File: src/rtl/assert_macros.svh
// Assertion helpers for the RTL files, included by psm_core
`ifndef ASSERT_MACROS_SVH
`define ASSERT_MACROS_SVH

`ifndef ASSERT_OFF

// Check a property on each rising edge, skipped while reset is high
`define ASSERT_SYNC(lbl, clk, rst, prop, msg) \
   lbl: assert property (@(posedge clk) disable iff (rst) (prop)) else $error(msg);

// Check a property on each rising edge, reset included
`define ASSERT_ALWAYS(lbl, clk, prop, msg) \
   lbl: assert property (@(posedge clk) (prop)) else $error(msg);

`else

`define ASSERT_SYNC(lbl, clk, rst, prop, msg)
`define ASSERT_ALWAYS(lbl, clk, prop, msg)

`endif

`endif

File: src/rtl/psm_pkg.sv
package psm_pkg;

   // Pilot state codes
   typedef logic [1:0] pilot_type;
   localparam pilot_type PILOT_A       = 2'd0;
   localparam pilot_type PILOT_B       = 2'd1;
   localparam pilot_type PILOT_C       = 2'd2;
   localparam pilot_type PILOT_UNKNOWN = 2'd3;

   // Field widths
   localparam int unsigned ADC_W    = 10;
   localparam int unsigned BUZ_W    = 16;
   localparam int unsigned LED_W    = 24;
   localparam int unsigned CSR_A_W  = 3;
   localparam int unsigned CSR_D_W  = 24;
   localparam int unsigned REQ_D_W  = 16;
   localparam int unsigned RSP_D_W  = 8;

   // Register indexes
   typedef logic [CSR_A_W-1:0] csr_addr_type;
   localparam csr_addr_type CSR_STATE_A_MIN    = 3'd0;
   localparam csr_addr_type CSR_STATE_B_MIN    = 3'd1;
   localparam csr_addr_type CSR_STATE_B_MAX    = 3'd2;
   localparam csr_addr_type CSR_STATE_C_MIN    = 3'd3;
   localparam csr_addr_type CSR_STATE_C_MAX    = 3'd4;
   localparam csr_addr_type CSR_BUZZER_MS      = 3'd5;
   localparam csr_addr_type CSR_LED_TIMEOUT_MS = 3'd6;

   // Register reset values
   localparam logic [ADC_W-1:0] RST_STATE_A_MIN    = 10'd972;
   localparam logic [ADC_W-1:0] RST_STATE_B_MIN    = 10'd717;
   localparam logic [ADC_W-1:0] RST_STATE_B_MAX    = 10'd818;
   localparam logic [ADC_W-1:0] RST_STATE_C_MIN    = 10'd461;
   localparam logic [ADC_W-1:0] RST_STATE_C_MAX    = 10'd562;
   localparam logic [BUZ_W-1:0] RST_BUZZER_MS      = 16'd500;
   localparam logic [LED_W-1:0] RST_LED_TIMEOUT_MS = 24'd10000;

   typedef struct packed {
      logic [ADC_W-1:0] state_a_min;
      logic [ADC_W-1:0] state_b_min;
      logic [ADC_W-1:0] state_b_max;
      logic [ADC_W-1:0] state_c_min;
      logic [ADC_W-1:0] state_c_max;
      logic [BUZ_W-1:0] buzzer_ms;
      logic [LED_W-1:0] led_timeout_ms;
   } cfg_type;

   // One result, packed in port order from the lowest bit up
   typedef struct packed {
      logic      leds_on;
      logic      buzzer_on;
      logic      state_changed;
      pilot_type pilot_state;
   } result_type;

endpackage

File: src/rtl/psm_csr.sv
module psm_csr (
   input  logic                          clock,
   input  logic                          reset,
   input  logic                          csr_we,
   input  psm_pkg::csr_addr_type         csr_addr,
   input  logic [psm_pkg::CSR_D_W-1:0]   csr_wdata,
   output psm_pkg::cfg_type              cfg
);
   import psm_pkg::*;

   cfg_type cfg_ff;
   cfg_type cfg_in;

   // Decode a register write
   always_comb begin
      cfg_in = cfg_ff;
      if (csr_we) begin
         unique case (csr_addr)
            CSR_STATE_A_MIN:    cfg_in.state_a_min    = csr_wdata[ADC_W-1:0];
            CSR_STATE_B_MIN:    cfg_in.state_b_min    = csr_wdata[ADC_W-1:0];
            CSR_STATE_B_MAX:    cfg_in.state_b_max    = csr_wdata[ADC_W-1:0];
            CSR_STATE_C_MIN:    cfg_in.state_c_min    = csr_wdata[ADC_W-1:0];
            CSR_STATE_C_MAX:    cfg_in.state_c_max    = csr_wdata[ADC_W-1:0];
            CSR_BUZZER_MS:      cfg_in.buzzer_ms      = csr_wdata[BUZ_W-1:0];
            CSR_LED_TIMEOUT_MS: cfg_in.led_timeout_ms = csr_wdata[LED_W-1:0];
            default:            cfg_in = cfg_ff;
         endcase
      end
   end

   always_ff @(posedge clock) begin
      if (reset) begin
         cfg_ff.state_a_min    <= RST_STATE_A_MIN;
         cfg_ff.state_b_min    <= RST_STATE_B_MIN;
         cfg_ff.state_b_max    <= RST_STATE_B_MAX;
         cfg_ff.state_c_min    <= RST_STATE_C_MIN;
         cfg_ff.state_c_max    <= RST_STATE_C_MAX;
         cfg_ff.buzzer_ms      <= RST_BUZZER_MS;
         cfg_ff.led_timeout_ms <= RST_LED_TIMEOUT_MS;
      end else begin
         cfg_ff <= cfg_in;
      end
   end

   assign cfg = cfg_ff;

endmodule

File: src/rtl/psm_classify.sv
module psm_classify (
   input  psm_pkg::cfg_type              cfg,
   input  logic [psm_pkg::ADC_W-1:0]     adc_sample,
   output psm_pkg::pilot_type            sample_class
);
   import psm_pkg::*;

   logic in_a;
   logic in_b;
   logic in_c;

   // Window compares; an empty window never matches
   assign in_a = adc_sample >= cfg.state_a_min;
   assign in_b = (adc_sample >= cfg.state_b_min) && (adc_sample <= cfg.state_b_max);
   assign in_c = (adc_sample >= cfg.state_c_min) && (adc_sample <= cfg.state_c_max);

   // First match wins, in order A, B, C
   always_comb begin
      if (in_a) begin
         sample_class = PILOT_A;
      end else if (in_b) begin
         sample_class = PILOT_B;
      end else if (in_c) begin
         sample_class = PILOT_C;
      end else begin
         sample_class = PILOT_UNKNOWN;
      end
   end

endmodule

File: src/rtl/psm_core.sv
`include "assert_macros.svh"

module psm_core (
   input  logic                 clock,
   input  logic                 reset,
   input  psm_pkg::cfg_type     cfg,
   input  logic                 step,
   input  psm_pkg::pilot_type   sample_class,
   input  logic                 power_fail,
   output psm_pkg::result_type  result
);
   import psm_pkg::*;

   pilot_type         kept_state_ff, kept_state_in;
   logic              buzzer_on_ff, buzzer_on_in;
   logic              leds_on_ff, leds_on_in;
   logic [BUZ_W-1:0]  buz_elapsed_ff, buz_elapsed_in;
   logic [LED_W-1:0]  led_elapsed_ff, led_elapsed_in;

   logic [BUZ_W-1:0]  buz_tick;
   logic [LED_W-1:0]  led_tick;
   logic              buz_keep;
   logic              led_keep;
   logic              changed;

   // Advance both timers, saturating at all ones
   assign buz_tick = (buz_elapsed_ff == '1) ? buz_elapsed_ff : buz_elapsed_ff + 1'b1;
   assign led_tick = (led_elapsed_ff == '1) ? led_elapsed_ff : led_elapsed_ff + 1'b1;

   // Drop buzzer and LEDs on timeout, LEDs also on power fail; a zero LED timeout never expires
   assign buz_keep = buzzer_on_ff && (buz_tick < cfg.buzzer_ms);
   assign led_keep = leds_on_ff && !power_fail &&
                     !((cfg.led_timeout_ms != '0) && (led_tick >= cfg.led_timeout_ms));

   // Accept a known state that differs from the kept one
   assign changed = (sample_class != PILOT_UNKNOWN) && (sample_class != kept_state_ff);

   always_comb begin
      if (changed) begin
         kept_state_in  = sample_class;
         buzzer_on_in   = 1'b1;
         leds_on_in     = 1'b1;
         buz_elapsed_in = '0;
         led_elapsed_in = '0;
      end else begin
         kept_state_in  = kept_state_ff;
         buzzer_on_in   = buz_keep;
         leds_on_in     = led_keep;
         buz_elapsed_in = buz_tick;
         led_elapsed_in = led_tick;
      end
   end

   assign result.pilot_state   = kept_state_in;
   assign result.state_changed = changed;
   assign result.buzzer_on     = buzzer_on_in;
   assign result.leds_on       = leds_on_in;

   // Update state only when a request is processed
   always_ff @(posedge clock) begin
      if (reset) begin
         kept_state_ff  <= PILOT_UNKNOWN;
         buzzer_on_ff   <= 1'b0;
         leds_on_ff     <= 1'b0;
         buz_elapsed_ff <= '0;
         led_elapsed_ff <= '0;
      end else if (step) begin
         kept_state_ff  <= kept_state_in;
         buzzer_on_ff   <= buzzer_on_in;
         leds_on_ff     <= leds_on_in;
         buz_elapsed_ff <= buz_elapsed_in;
         led_elapsed_ff <= led_elapsed_in;
      end
   end

   `ASSERT_ALWAYS(a_reset_unknown, clock, reset |=> (kept_state_ff == PILOT_UNKNOWN), "kept state not unknown after reset")
   `ASSERT_SYNC(a_idle_holds, clock, reset, !step |=> ($stable(kept_state_ff) && $stable(buz_elapsed_ff) && $stable(led_elapsed_ff)), "state moved without a request")
   `ASSERT_SYNC(a_pfail_leds, clock, reset, (step && power_fail && !changed) |=> !leds_on_ff, "LEDs on after power fail")
   `ASSERT_SYNC(a_change_restart, clock, reset, (step && changed) |=> (buz_elapsed_ff == '0 && led_elapsed_ff == '0 && kept_state_ff != PILOT_UNKNOWN), "timers not restarted on change")

endmodule

File: src/rtl/ev_pilot_state_monitor.sv
// Channel  | Direction | Handshake              | Payload
// req      | in        | req_tvalid/req_tready  | adc_sample, power_fail
// rsp      | out       | rsp_tvalid/rsp_tready  | pilot_state, state_changed, buzzer_on, leds_on
// csr      | in        | csr_we                 | csr_addr, csr_wdata
//
// One request per cycle while the result is not stalled; a taken request passes through the
// input register, then the result register, which loads when it is free or being taken.
// Reset is synchronous and returns the state to unknown, timers to zero and registers
// to their defaults. A stalled result holds the result register; the input register
// still takes one more request behind it.
module ev_pilot_state_monitor (
   input  logic                            clock,
   input  logic                            reset,
   input  logic                            req_tvalid,
   output logic                            req_tready,
   input  logic [psm_pkg::REQ_D_W-1:0]     req_tdata,   // [9:0] adc_sample, [10] power_fail
   output logic                            rsp_tvalid,
   input  logic                            rsp_tready,
   output logic [psm_pkg::RSP_D_W-1:0]     rsp_tdata,   // [1:0] pilot_state, [2] state_changed,
                                                        // [3] buzzer_on, [4] leds_on
   input  logic                            csr_we,
   input  psm_pkg::csr_addr_type           csr_addr,
   input  logic [psm_pkg::CSR_D_W-1:0]     csr_wdata
);
   import psm_pkg::*;

   cfg_type           cfg;
   pilot_type         sample_class;
   result_type        result;

   logic              in_valid_ff, in_valid_in;
   logic [ADC_W-1:0]  in_sample_ff;
   logic              in_pfail_ff;
   logic              out_valid_ff, out_valid_in;
   result_type        out_data_ff;

   logic              advance;
   logic              step;

   // Move the pipeline when the result register is free or being taken
   assign advance    = !out_valid_ff || rsp_tready;
   assign step       = in_valid_ff && advance;
   assign req_tready = !in_valid_ff || advance;

   assign in_valid_in  = req_tready ? req_tvalid : in_valid_ff;
   assign out_valid_in = advance ? in_valid_ff : out_valid_ff;

   always_ff @(posedge clock) begin
      if (reset) begin
         in_valid_ff  <= 1'b0;
         out_valid_ff <= 1'b0;
      end else begin
         in_valid_ff  <= in_valid_in;
         out_valid_ff <= out_valid_in;
      end
   end

   // Capture a request
   always_ff @(posedge clock) begin
      if (req_tvalid && req_tready) begin
         in_sample_ff <= req_tdata[ADC_W-1:0];
         in_pfail_ff  <= req_tdata[ADC_W];
      end
   end

   // Load the result register
   always_ff @(posedge clock) begin
      if (step) begin
         out_data_ff <= result;
      end
   end

   psm_csr u_csr (
      .clock     (clock),
      .reset     (reset),
      .csr_we    (csr_we),
      .csr_addr  (csr_addr),
      .csr_wdata (csr_wdata),
      .cfg       (cfg)
   );

   psm_classify u_classify (
      .cfg          (cfg),
      .adc_sample   (in_sample_ff),
      .sample_class (sample_class)
   );

   psm_core u_core (
      .clock        (clock),
      .reset        (reset),
      .cfg          (cfg),
      .step         (step),
      .sample_class (sample_class),
      .power_fail   (in_pfail_ff),
      .result       (result)
   );

   assign rsp_tvalid = out_valid_ff;
   assign rsp_tdata  = {{(RSP_D_W - $bits(result_type)){1'b0}}, out_data_ff};

endmodule

File: config.mk
export PLATFORM = sky130hd
export DESIGN_NAME = ev_pilot_state_monitor
export DESIGN_NICKNAME = d
export VERILOG_FILES = /design/src/rtl/psm_pkg.sv /design/src/rtl/psm_csr.sv /design/src/rtl/psm_classify.sv /design/src/rtl/psm_core.sv /design/src/rtl/ev_pilot_state_monitor.sv
export VERILOG_INCLUDE_DIRS = /design/src /design/src/rtl
export SDC_FILE = /design/constraint.sdc
export NUM_CORES = 1
export LEC_CHECK = 0
export BUFFER_PORTS_ARGS = -buffer_cell sky130_fd_sc_hd__clkbuf_2
export CAP_MARGIN = 15
export CORE_MARGIN = 1.5
export CORE_UTILIZATION = 32
export CTS_BUF_LIST = sky130_fd_sc_hd__clkbuf_16
export CTS_CLUSTER_SIZE = 12
export DETAILED_ROUTE_END_ITERATION = 16
export HOLD_SLACK_MARGIN = 0.12
export RECOVER_POWER = 100
export SLEW_MARGIN = 10
export SYNTH_ARGS = -nofsm -noshare
export SYNTH_HDL_FRONTEND = slang
export SYNTH_SLANG_ARGS = --single-unit
File: constraint.sdc
create_clock -name clock -period 10.2 [get_ports clock]
set_input_delay 0.51 -clock clock [delete_from_list [all_inputs] [get_ports clock]]
set_output_delay 0.51 -clock clock [all_outputs]
set_load 0.02 [all_outputs]
==> results.tsv <==
stage	metric	value	unit
run_status	status	finished, violations left	
run_status	violations	max-capacitance violations, max-slew violations	
clock_tree	post_cts_resized	0	
power_and_ir_drop	ir_drop	0.123	mV
placement	dp_hpwl	14.8	mm
cells_and_area	layout_commonest_cell	nand2_1	
worst_setup_path	path_class	flip-flop to flip-flop	
logic_synthesis	synth-simple-area-share	0.227	
global_routing	grt_first_pass_wirelength	34.2	mm
placement	gp_congestion	0.841	
die	fp.coreArea	26200	um2
clock_tree	postCtsSetupBuffers	0	
min_path	hold_path.class	input pin to flip-flop	
die	io-pin-count	58	
worst_setup_path	cp.arrival	5.78	ns
cells_and_area	area_growth	13.5	%
sta	hold_violations	0	
sta	relSlewSlack	-1.73	
sta	period_share	0.535	
detailed_routing	vias	7095	
global_routing	grt_start_max_net_pins	96	
cells_and_area	final_cells	1414	
logic_synthesis	async_reset_ff_frac	0	
logic_synthesis	synth_fa_ha_area_frac	0.133	
cells_and_area	fill_cells	2692	
die	die-area	27800	um2
clock_tree	cts_tree	yes	
detailed_routing	via_per_inst	5.02	
detailed_routing	first_pass_iters	7	
detailed_routing	wl	21.0	mm
logic_synthesis	synth-seq-cells	152	
detailed_routing	ant_nets	0	
cells_and_area	final_layout_size_suffix_gt1_frac	0.0891	
sta	setup_slack	4.74	ns
worst_setup_path	r2r_start	in_sample_ff[7]	
global_routing	overflow	0	
worst_setup_path	r2r_setup_slack	4.74	ns
placement	port-buffer-count	49	
die	die_h	167	um
logic_synthesis	synthCells	1036	
min_path	min_to	in_pfail_ff	
die	initial_core_util	0.328	
sta	skew	0.00780	ns
die	fp.dieW	167	um
sta	slew_viol_final	189	
detailed_routing	route.detailed.drc	0	
worst_setup_path	reg2regPathDepth	9	
global_routing	grt_pass1_vias	6580	
sta	max_freq	183	MHz
worst_setup_path	r2r-end	u_core.buzzer_on_ff	
logic_synthesis	synth_top_family_by_area	simple AND/OR/NAND/NOR gates	
cells_and_area	final_util	0.372	
min_path	min-delay-start	req_tdata[10]	
run	cap_violations	3	
logic_synthesis	ys_seq_area_frac	0.373	
logic_synthesis	syn_avg_cell_area	8.29	um2
placement	dp_cells	1381	
logic_synthesis	yosysWarningCount	0	
min_path	min_path_cells	1	
logic_synthesis	synthMuxAreaShare	0.00641	
sta	worstMarginPinSlew	4.09	ns
detailed_routing	drt_iter0_drc	469	
logic_synthesis	synth-main-ff-cell	dfxtp_1	
detailed_routing	wl_per_cell	14.9	um
clock_tree	root_buffer	clkbuf_16	
clock_tree	clk_latency	0.43	ns
sta	setup_tns	0	ns
clock_tree	path_clk_slew	0.07	ns
sta	layout_min_cycle_time	5.46	ns
die	row_count	59	
power_and_ir_drop	p_leak	4.18	nW
worst_setup_path	slowest_delay	1.74	ns
logic_synthesis	synth_xor_area_frac	0.0326	
worst_setup_path	endpoint_kind	flip-flop	
clock_tree	cts_buffers	17	
cells_and_area	final_net_count	1204	
sta	rsz0062_at_grt	no	
clock_tree	cts_hold_repair.buffers	0	
logic_synthesis	synth-edff-count	16	
clock_tree	cts.sinks	152	
worst_setup_path	crit_fanout	54	
worst_setup_path	startpoint_type	flip-flop	
logic_synthesis	syn-cell-area	8590	um2
clock_tree	cts-htree-levels	4	
worst_setup_path	worstPathRequired	10.52	ns
sta	hold_ws	0.254	ns
logic_synthesis	synth.distinct_cells	61	
sta	setup_viol	0	
placement	preCtsSetupSlack	6.37	ns
worst_setup_path	slowest_stage	clkbuf_1	
clock_tree	cts_buffer_depth	2	
power_and_ir_drop	power_density	152	nW/um2
cells_and_area	layout_common_cells	196 x nand2_1, 136 x dfxtp_1, 94 x inv_1	
global_routing	track_usage	0.154	
logic_synthesis	synth-compound-area-share	0.161	
worst_setup_path	crit_chain	ha_1 > a2111oi_0 > o211ai_1 > o211ai_1 > o21ai_0 > o221ai_4 > clkbuf_1 > o21ai_0 > o21a_1	
global_routing	antenna_found_initial	1	
[critical path, delay by kind of cell (launching register included)]
family / cells / cell delay, ns
buffers and inverters: 1 / 1.74
AOI/OAI and AO/OA: 7 / 2.73
adders and majority gates: 1 / 0.34
DFF: 1 / 0.51
[area by class of cell]
class                   count  area, um2  area share
multi-input cells         742       4820       0.495
flip-flops and latches    152       3200       0.329
clock buffers              19        475      0.0488
well taps                 335        419      0.0430
inverters                  95        357      0.0366
repair buffers             57        280      0.0288
clock inverters            13        189      0.0194
diodes                      1       2.50    0.000257
[kinds of logic after synthesis]
family                   after synthesis
AND/OR/NAND/NOR                      404
multiplexers                           5
flip-flops                           152
XOR/XNOR                              32
AO/OA/AOI/OAI                        207
other                                  1
buffers and inverters                144
adder cells (fa/ha/maj)               91
[worst max path at each step]
stage / startpoint / to / depth (start not counted)
after floorplan: u_core.led_elapsed_ff[16] / rsp_tdata[4] / 17
after global placement: u_core.led_elapsed_ff[16] / rsp_tdata[4] / 16
after detailed placement: u_core.led_elapsed_ff[16] / rsp_tdata[4] / 16
after CTS: u_core.led_elapsed_ff[16] / rsp_tdata[4] / 16
after global routing: in_sample_ff[7] / u_core.buzzer_on_ff / 9
final: in_sample_ff[7] / u_core.buzzer_on_ff / 9
[synthesized netlist by cell type, types with 4 or more instances]
cell,number,share of area
nand2_1,196,0.086
dfxtp_1,136,0.32
inv_1,94,0.041
a21oi_1,91,0.053
ha_1,91,0.13
nor2_1,52,0.023
nand3_1,35,0.020
clkbuf_1,32,0.014
a211o_1,24,0.024
xnor2_1,22,0.022
nand3b_1,21,0.018
nand4_1,20,0.015
a21o_1,19,0.017
a32o_1,19,0.022
edfxtp_1,16,0.056
nor3_1,14,0.0082
a31oi_1,13,0.0095
o21ai_0,13,0.0076
buf_2,11,0.0064
nand2b_1,10,0.0073
nor4_1,10,0.0073
xor2_1,10,0.010
nor2b_1,9,0.0066
and4_1,8,0.0082
o21a_1,6,0.0052
and3_1,5,0.0036
o211ai_1,5,0.0044
a221oi_1,4,0.0041
and2_1,4,0.0029
mux2_2,4,0.0052
nor2_2,4,0.0029
o21ai_1,4,0.0023
[metal layers]
metal  vias up  part of all wire  GRT usage
met2       113              0.46      0.248
met4         0             0.015     0.0510
met5         -                 0          0
li1       3654                 -          -
met3        28             0.032     0.0266
met1      3300              0.49      0.209
[flip-flops by register name (all words and copies together) (netlist names)]
signal	count
in_pfail_ff	1
in_sample_ff	10
in_valid_ff	1
rsp_tdata	5
rsp_tvalid	1
u_core.buz_elapsed_ff	16
u_core.buzzer_on_ff	1
u_core.kept_state_ff	2
u_core.led_elapsed_ff	24
u_core.leds_on_ff	1
u_csr.cfg	90
[per-stage QoR]
step,power [mW],area (um2)
3_3_place_gp,0.785,9100
2_1_floorplan,0.739,8600
3_5_place_dp,0.788,9100
6_report,1.48,9750
4_1_cts,1.49,9770
5_1_grt,1.54,9740
[power breakdown]
group / switching (mW) / internal [mW] / total [mW]
registers: 0.0127 / 0.622 / 0.635
clock network: 0.264 / 0.441 / 0.705
logic: 0.0916 / 0.0475 / 0.139
total: 0.369 / 1.11 / 1.48
No activity file was read; power rests on OpenSTA's default activity.
